<file path="config.mk">
export PLATFORM = sky130hd
export DESIGN_NAME = sbd_ctrl
export DESIGN_NICKNAME = d
export VERILOG_FILES = /design/src/rtl/core/sbd_pkg.sv /design/src/rtl/core/sbd_ctrl.sv
export SDC_FILE = /design/constraint.sdc
export NUM_CORES = 1
export LEC_CHECK = 0
export BUFFER_PORTS_ARGS = -buffer_cell sky130_fd_sc_hd__buf_2
export CELL_PAD_IN_SITES_DETAIL_PLACEMENT = 0
export CELL_PAD_IN_SITES_GLOBAL_PLACEMENT = 1
export CORE_MARGIN = 2
export CORE_UTILIZATION = 28
export DETAILED_ROUTE_END_ITERATION = 8
export PLACE_DENSITY_LB_ADDON = 0.1
export SLEW_MARGIN = 20
export SYNTH_ARGS = -nofsm -noshare
export SYNTH_HDL_FRONTEND = slang
export SYNTH_SLANG_ARGS = --single-unit
</file>
<file path="constraint.sdc">
create_clock -name clk -period 3.4 [get_ports clk]
set_input_delay 0.68 -clock clk [delete_from_list [all_inputs] [get_ports clk]]
set_output_delay 0.68 -clock clk [all_outputs]
set_load 0.005 [all_outputs]
</file>
<file path="src/rtl/core/sbd_pkg.sv">
// sbd_pkg: shared constants, function codes and controller/datapath structs
// for the splitter bucket distributor. No dependencies.
`timescale 1ns / 1ps

package sbd_pkg;

    localparam int MAX_BUCKETS_DEF = 256;
    localparam int COUNT_BITS_DEF  = 32;

    localparam int FUNC_W  = 3;
    localparam int KEY_W   = 64;
    localparam int IDX_W   = 8;
    localparam int BKT_W   = 8;
    localparam int OUT32_W = 32;
    localparam int CFG_W   = 9;

    localparam int IN_TDATA_W  = 80;
    localparam int OUT_TDATA_W = 136;

    localparam logic [FUNC_W-1:0] FN_CLEAR = 3'd0;
    localparam logic [FUNC_W-1:0] FN_LOAD  = 3'd1;
    localparam logic [FUNC_W-1:0] FN_CLASS = 3'd2;
    localparam logic [FUNC_W-1:0] FN_BUILD = 3'd3;
    localparam logic [FUNC_W-1:0] FN_SCAT  = 3'd4;
    localparam logic [FUNC_W-1:0] FN_READ  = 3'd5;

    // controller -> datapath
    typedef struct packed {
        logic load_in;   // capture input item
        logic clr_init;  // restart clear sweep
        logic clr_step;  // zero one count entry
        logic spl_wr;    // write splitter slot
        logic srch_init; // lo/hi from active buckets
        logic srch_rd;   // read splitter at mid
        logic srch_upd;  // narrow lo/hi
        logic upd_rd;    // read count/offset at found bucket
        logic upd_wr;    // bump count or offset, set result
        logic bld_init;  // start prefix pass
        logic bld_rd;    // read count of current bucket
        logic bld_wr;    // write offset, accumulate
        logic rd_rd;     // read count/offset at index
        logic rd_res;    // set read result
        logic out_load;  // move result to output register
    } sbd_cmd_t;

    // datapath -> controller
    typedef struct packed {
        logic [FUNC_W-1:0] func;
        logic              clr_last;
        logic              srch_done;
        logic              bld_last;
        logic              out_free;
    } sbd_stat_t;

endpackage

</file>
<file path="src/rtl/core/sbd_ctrl.sv">
// sbd_ctrl: sequencing state machine of the bucket distributor.
// Depends on sbd_pkg; drives the datapath by sbd_cmd_t only.
`timescale 1ns / 1ps

module sbd_ctrl
    import sbd_pkg::*;
(
    input  logic      clk,
    input  logic      rst_n,
    input  logic      in_valid,
    output logic      in_ready,
    input  sbd_stat_t stat,
    output sbd_cmd_t  cmd
);

    localparam logic [3:0] ST_CLEAR  = 4'd0;
    localparam logic [3:0] ST_IDLE   = 4'd1;
    localparam logic [3:0] ST_DEC    = 4'd2;
    localparam logic [3:0] ST_SRCH   = 4'd3;
    localparam logic [3:0] ST_SCMP   = 4'd4;
    localparam logic [3:0] ST_UPD_RD = 4'd5;
    localparam logic [3:0] ST_UPD_WR = 4'd6;
    localparam logic [3:0] ST_BLD_RD = 4'd7;
    localparam logic [3:0] ST_BLD_WR = 4'd8;
    localparam logic [3:0] ST_RD_RD  = 4'd9;
    localparam logic [3:0] ST_RD_RES = 4'd10;
    localparam logic [3:0] ST_FIN    = 4'd11;

    logic [3:0] state_reg, state_next;

    assign in_ready = (state_reg == ST_IDLE);

    always_comb
    begin
        cmd        = '0;
        state_next = state_reg;
        case (state_reg)
            ST_CLEAR:
            begin
                cmd.clr_step = 1'b1;
                if (stat.clr_last)
                begin
                    state_next = ST_IDLE;
                end
            end
            ST_IDLE:
            begin
                if (in_valid)
                begin
                    cmd.load_in = 1'b1;
                    state_next  = ST_DEC;
                end
            end
            ST_DEC:
            begin
                case (stat.func)
                    FN_CLEAR:
                    begin
                        cmd.clr_init = 1'b1;
                        state_next   = ST_CLEAR;
                    end
                    FN_LOAD:
                    begin
                        cmd.spl_wr = 1'b1;
                        state_next = ST_IDLE;
                    end
                    FN_CLASS, FN_SCAT:
                    begin
                        cmd.srch_init = 1'b1;
                        state_next    = ST_SRCH;
                    end
                    FN_BUILD:
                    begin
                        cmd.bld_init = 1'b1;
                        state_next   = ST_BLD_RD;
                    end
                    FN_READ:
                    begin
                        state_next = ST_RD_RD;
                    end
                    default:
                    begin
                        state_next = ST_IDLE;
                    end
                endcase
            end
            ST_SRCH:
            begin
                if (stat.srch_done)
                begin
                    state_next = ST_UPD_RD;
                end
                else
                begin
                    cmd.srch_rd = 1'b1;
                    state_next  = ST_SCMP;
                end
            end
            ST_SCMP:
            begin
                cmd.srch_upd = 1'b1;
                state_next   = ST_SRCH;
            end
            ST_UPD_RD:
            begin
                cmd.upd_rd = 1'b1;
                state_next = ST_UPD_WR;
            end
            ST_UPD_WR:
            begin
                cmd.upd_wr = 1'b1;
                state_next = ST_FIN;
            end
            ST_BLD_RD:
            begin
                cmd.bld_rd = 1'b1;
                state_next = ST_BLD_WR;
            end
            ST_BLD_WR:
            begin
                cmd.bld_wr = 1'b1;
                state_next = stat.bld_last ? ST_FIN : ST_BLD_RD;
            end
            ST_RD_RD:
            begin
                cmd.rd_rd  = 1'b1;
                state_next = ST_RD_RES;
            end
            ST_RD_RES:
            begin
                cmd.rd_res = 1'b1;
                state_next = ST_FIN;
            end
            ST_FIN:
            begin
                if (stat.out_free)
                begin
                    cmd.out_load = 1'b1;
                    state_next   = ST_IDLE;
                end
            end
            default:
            begin
                state_next = ST_IDLE;
            end
        endcase
    end

    always_ff @(posedge clk or negedge rst_n)
    begin
        if (!rst_n)
        begin
            state_reg <= ST_CLEAR;
        end
        else
        begin
            state_reg <= state_next;
        end
    end

endmodule

</file>
==> flow_metrics.tcl, run 1 <==
set metrics [dict create \
    status "finished clean" \
    synth_warnings 0 \
    placed_cells 101 \
    io_buffers 25 \
    final_nets 100 \
    drc_errors 0 \
    final_hold_viol_count 0 \
    grt_util_met3 0.03830 \
    fmax_ghz 0.4412 \
    path_clk_slew_ns 0.04 \
    grt_pass1_vias 464 \
    slowest_stage "dfrtp_1" \
    worstPathCellList "or2_1 -> or2_4 -> nor3_1 -> buf_2" \
    slowest_delay_ns 0.41 \
    antenna_left 0 \
    avgSynthCellArea_um2 6.647 \
    critPathArrivalTime_ns 1.59 \
    min_period_ns 2.267 \
    met1_usage 0.1974 \
    cap_violations 0 \
    synth.most_common_cell "nor2_1" \
    drt-initial-drc-count 17 \
    num_vias 524 \
    relSlewSlack 0.7592 \
    syn-num-nets 74 \
    synth_cell_types 25 \
    yosysSeqAreaShare 0.2353 \
    fin_crit_sh 0.6666 \
    firstDrtPassIters 4 \
    grt_max_degree 14 \
    start_util 0.2891 \
    tritoncts "built" \
    cts_sinks 4 \
    die_y_um 42.98 \
    cp_top_family "simple AND/OR/NAND/NOR gates" \
    rsz0062_at_grt "no" \
    largest_reg_flops 4 \
    busiest_layer "met2" \
    finalNonFillerCells 104 \
    htreeDepth 1 \
    critPathKind "reg -> out" \
    vias_per_cell 5.038 \
    wl_mm 1.203 \
    overflow 0 \
    p_per_area_mw_per_mm2 730.3 \
    static-leakage-power_nw 0.2976 \
    synthFlopType "dfrtp_1" \
    setup_viol 0 \
    core-area_mm2 0.001471 \
    numCtsBuffers 3 \
    yosysTopAreaCell "dfrtp_1" \
    reg2reg_from "state_reg[2]$_DFFE_PN0P_" \
    clk_path_buf_depth 2 \
    totalPowerFinal_uw 414.8 \
    hold_path.class "in -> async" \
    synthTopCellsByArea "dfrtp_1 (24%), nor2_1 (9.7%), nor3_1 (9.4%)" \
    die-area_mm2 0.001847 \
    rows 14 \
    crit_buf_inv 1 \
    synthTopCellsByCount "nor2_1 (11), nor3_1 (8), nand2b_1 (6)" \
    num_antenna_cells 0 \
    die_x_um 42.98 \
    clkLatencyLatePin_ns 0.23 \
    drv_slew 0 \
    grt_use_met2 0.2121 \
    gp_congestion 0.7252 \
    dp_hpwl_um 906.6 \
    critPathLaunch "state_reg[2]$_DFFE_PN0P_" \
    postCtsHoldBufs 0 \
    setup_tns_ns 0 \
    io-pin-count 26 \
    cts_root_buf "clkbuf_4" \
    synth_edf_count 0 \
    synth_area_um2 425.4 \
    yosys_register_bits 4 \
    crit_path_end_kind "primary output" \
    antenna_found_initial 0 \
    syn_inst 64 \
    grtUsageTotal 0.1459 \
    start_kind "flop" \
    clock_skew_ns 0.001349 \
    drive_gt1_frac 0.3409 \
    grt_pass1_wl_mm 1.987 \
    wl_per_cell_um 11.57 \
    path_max_fanout 9 \
    worstMarginPinSlew_ns 0.3611 \
    syn_to_final_growth_pct 33.53 \
    cp.required_ns 2.72 \
    post-cts-setup-buffers 0 \
    synth_top_area_share 0.2353 \
    ys_async_sr_fraction 1.000 \
    ir_drop_mv 0.4111 \
    cts_resized 0 \
]
area by class of cell:
| cell class | count | area [um2] |
|---|---|---|
| sequential | 4 | 100.1 |
| multi-input combinational | 52 | 285.3 |
| fill | 171 | 903.4 |
| inverter | 4 | 15.01 |
| clock buffer | 3 | 22.52 |
| tap | 16 | 20.02 |
| timing repair buffer | 25 | 125.1 |
cells by family after synthesis:
family                    synth area share
AOI/OAI and AO/OA                   0.2176
DFF                                 0.2353
buffers and inverters              0.09410
xor gates and xnor gates           0.04118
and+or+nand+nor                     0.4118
through the flow:
stage	hold slack [ns]	instance area (um2)	util	worst slack, ns
2_1_floorplan	0.3844	425.4	-	1.520
3_3_place_gp	0.4859	545.5	0.3707	1.404
3_5_place_dp	0.4861	545.5	0.3707	1.382
4_1_cts	0.2310	568.0	0.3861	1.122
5_1_grt	0.2368	568.0	0.3861	0.9652
6_report	0.2403	568.0	0.3861	1.133
report_power, final:
part	total, mW	switching (mW)	leakage (nW)	internal, mW
Clock	0.0589	0.0194	0.0138	0.0395
Sequential	0.113	0.0451	0.0507	0.0682
Combinational	0.243	0.132	0.233	0.111
metal layers:
metal | share of wire | wire, um | vias up
li1 | - | - | 267
met5 | 0 | 0 | -
met4 | 0 | 0 | 0
met1 | 0.47 | 564 | 234
met3 | 0.065 | 78 | 0
met2 | 0.47 | 560 | 23
worst register-to-register path, cell delays in order (launching register included):
cell      delay (ns)
dfrtp_1         0.41
or2_1           0.37
a211oi_1        0.28
a21oi_1         0.10
a21o_1          0.18
path summary, 6_finish.rpt:
path | end | cells after the start | slack (ns)
min reg2reg | state_reg[2]$_DFFE_PN0P_ | 3 | 0.71
max in group asynchronous | state_reg[0]$_DFFE_PN0P_ | 1 | 3.04
min | state_reg[2]$_DFFE_PN0P_ | 1 | 0.24
max | cmd[10] | 4 | 1.13
max reg2reg | state_reg[1]$_DFFE_PN0P_ | 4 | 1.95
min in group clk | state_reg[3]$_DFFE_PN0P_ | 3 | 0.71
cells in the final DEF, fill, tap and decap left out, types with 2 or more instances in the layout:
cell type  instances
a21oi_1            5
clkbuf_4           3
xnor2_1            2
buf_2             25
nor3_1             8
dfrtp_1            4
o21ai_0            3
nand2_1            4
inv_1              4
nand2b_1           6
nor2_1            11
No activity file was read; power rests on OpenSTA's default activity.
==> run 2, diff against run 1 <==
- CORE_UTILIZATION: 28 -> 26
- clock period: 3.4 -> 2.2 ns (I/O delays scaled with it)
==> flow_metrics.tcl, run 2 (synthesis results as in run 1) <==
set metrics [dict create \
    wl_per_cell_um 11.48 \
    overflow 0 \
    vias_per_cell 4.962 \
    largest_reg_flops 4 \
    syn_to_final_growth_pct 37.65 \
    grt_pass1_vias 441 \
    fin_crit_sh 0.9273 \
    ff_latch_area_um2 100.1 \
    die-area_mm2 0.001976 \
    drv_slew 0 \
    drt-initial-drc-count 6 \
    antenna_left 0 \
    start_kind "flop" \
    grt_pass1_wl_mm 1.938 \
    final_nets 102 \
    clk_path_buf_depth 2 \
    numCtsBuffers 3 \
    firstDrtPassIters 4 \
    core-area_mm2 0.001524 \
    num_antenna_cells 0 \
    min_to "state_reg[3]$_DFFE_PN0P_" \
    die_x_um 44.45 \
    rsz0062_at_grt "no" \
    cp.required_ns 1.76 \
    hold_path.class "in -> reg" \
    p_per_area_mw_per_mm2 1126 \
    rows 14 \
    min_period_ns 2.040 \
    start_util 0.2791 \
    cap_violations 0 \
    cts_root_buf "clkbuf_4" \
    r2r_slack_ns 0.76 \
    post-cts-setup-buffers 0 \
    worstHoldStart "stat[1]" \
    rr_worst_depth 4 \
    clkLatencyLatePin_ns 0.24 \
    htreeDepth 1 \
    grtUsageTotal 0.1411 \
    reg2reg_from "state_reg[2]$_DFFE_PN0P_" \
    clock_skew_ns 0.001619 \
    fillers 186 \
    io_buffers 25 \
    dp_hpwl_um 954.6 \
    wl_mm 1.217 \
    antenna_found_initial 0 \
    status "finished clean" \
    io-pin-count 26 \
    gp_congestion 0.7178 \
    tritoncts "built" \
    fmax_ghz 0.4902 \
    critPathKind "reg -> out" \
    ir_drop_mv 0.5777 \
    crit_path_end_kind "primary output" \
    setup_viol 0 \
    static-leakage-power_nw 0.3067 \
    multi_input_area_um2 285.3 \
    final_hold_viol_count 0 \
    drc_errors 0 \
    path_max_fanout 9 \
    relSlewSlack 0.7742 \
    grt_max_degree 13 \
    setup_tns_ns 0 \
    worstMarginPinSlew_ns 0.3387 \
    path_clk_slew_ns 0.04 \
    rr_endpoint "state_reg[1]$_DFFE_PN0P_" \
    num_vias 526 \
    postLayoutCoreUtil 0.3842 \
    final_cell_mix "buf_2 (25), nor2_1 (11), nor3_1 (8)" \
    final_common_cell "buf_2" \
    critPathArrivalTime_ns 1.60 \
    drive_gt1_frac 0.3444 \
    die_y_um 44.45 \
    cts_sinks 4 \
    whs_path_depth 3 \
]
-- run 2: cell types whose count changed in the layout (fill, tap and decap cells not counted) --
| cell | before | now |
|---|---|---|
| buf_4 | 0 | 1 |
| dlygate4sd3_1 | 0 | 1 |
-- run 2: cell type report --
type | count | share of cell area
tap | 16 | 0.03419
inverter | 4 | 0.02564
multi-input combinational | 52 | 0.4872
clock buffer | 3 | 0.03846
timing repair buffer | 27 | 0.2436
sequential | 4 | 0.1709
-- run 2: critical path: stages (launching register included) --
cell	delay, ns
dfrtp_1	0.42
or2_1	0.37
or2_4	0.28
nor3_1	0.15
buf_2	0.13
-- run 2: timing repair --
| item | 4_1_cts | 5_1_grt |
|---|---|---|
| hold buffers | 1 | 0 |
| gates resized for setup | 0 | 0 |
| hold endpoints to repair | 4 | 0 |
-- run 2: layer usage --
metal / wire, um / global-route usage / part of all wire / vias to the layer above
met3: 89 / 0.06122 / 0.073 / 4
li1: - / - / - / 270
met5: 0 / 0 / 0 / -
met2: 540 / 0.2118 / 0.44 / 22
met1: 565 / 0.1700 / 0.46 / 230
met4: 23 / 0.07273 / 0.019 / 0
-- run 2: per-stage QoR --
| step | hold WS [ns] | worst slack (ns) | total power [mW] | cells | cell area (um2) |
|---|---|---|---|---|---|
| after detailed placement | 0.2488 | 0.4237 | 0.5686 | 102 | 553.0 |
| after CTS | 0.4673 | 0.1598 | 0.6688 | 106 | 585.6 |
| final | 0.4641 | 0.1599 | 0.6592 | 106 | 585.6 |
| after global placement | 0.2462 | 0.4416 | 0.5752 | 102 | 553.0 |
| after global routing | 0.4865 | 0.08173 | 0.7310 | 106 | 585.6 |
| after floorplan | 0.1444 | 0.5603 | 0.4543 | 64 | 425.4 |
-- run 2: where the power goes --
group / total [mW] / internal, mW / switching, mW
Sequential: 0.153 / 0.106 / 0.0477
Clock: 0.0931 / 0.0611 / 0.0319
Combinational: 0.413 / 0.184 / 0.229
Total: 0.659 / 0.351 / 0.309
-- run 2: worst max-delay path by stage --
stage                          to  depth (start not counted)                      from
after floorplan           cmd[10]                          4  state_reg[2]$_DFFE_PN0P_
after global placement    cmd[10]                          4  state_reg[2]$_DFFE_PN0P_
after detailed placement  cmd[10]                          4  state_reg[2]$_DFFE_PN0P_
after CTS                 cmd[10]                          4  state_reg[2]$_DFFE_PN0P_
after global routing      cmd[10]                          4  state_reg[2]$_DFFE_PN0P_
final                     cmd[10]                          4  state_reg[2]$_DFFE_PN0P_
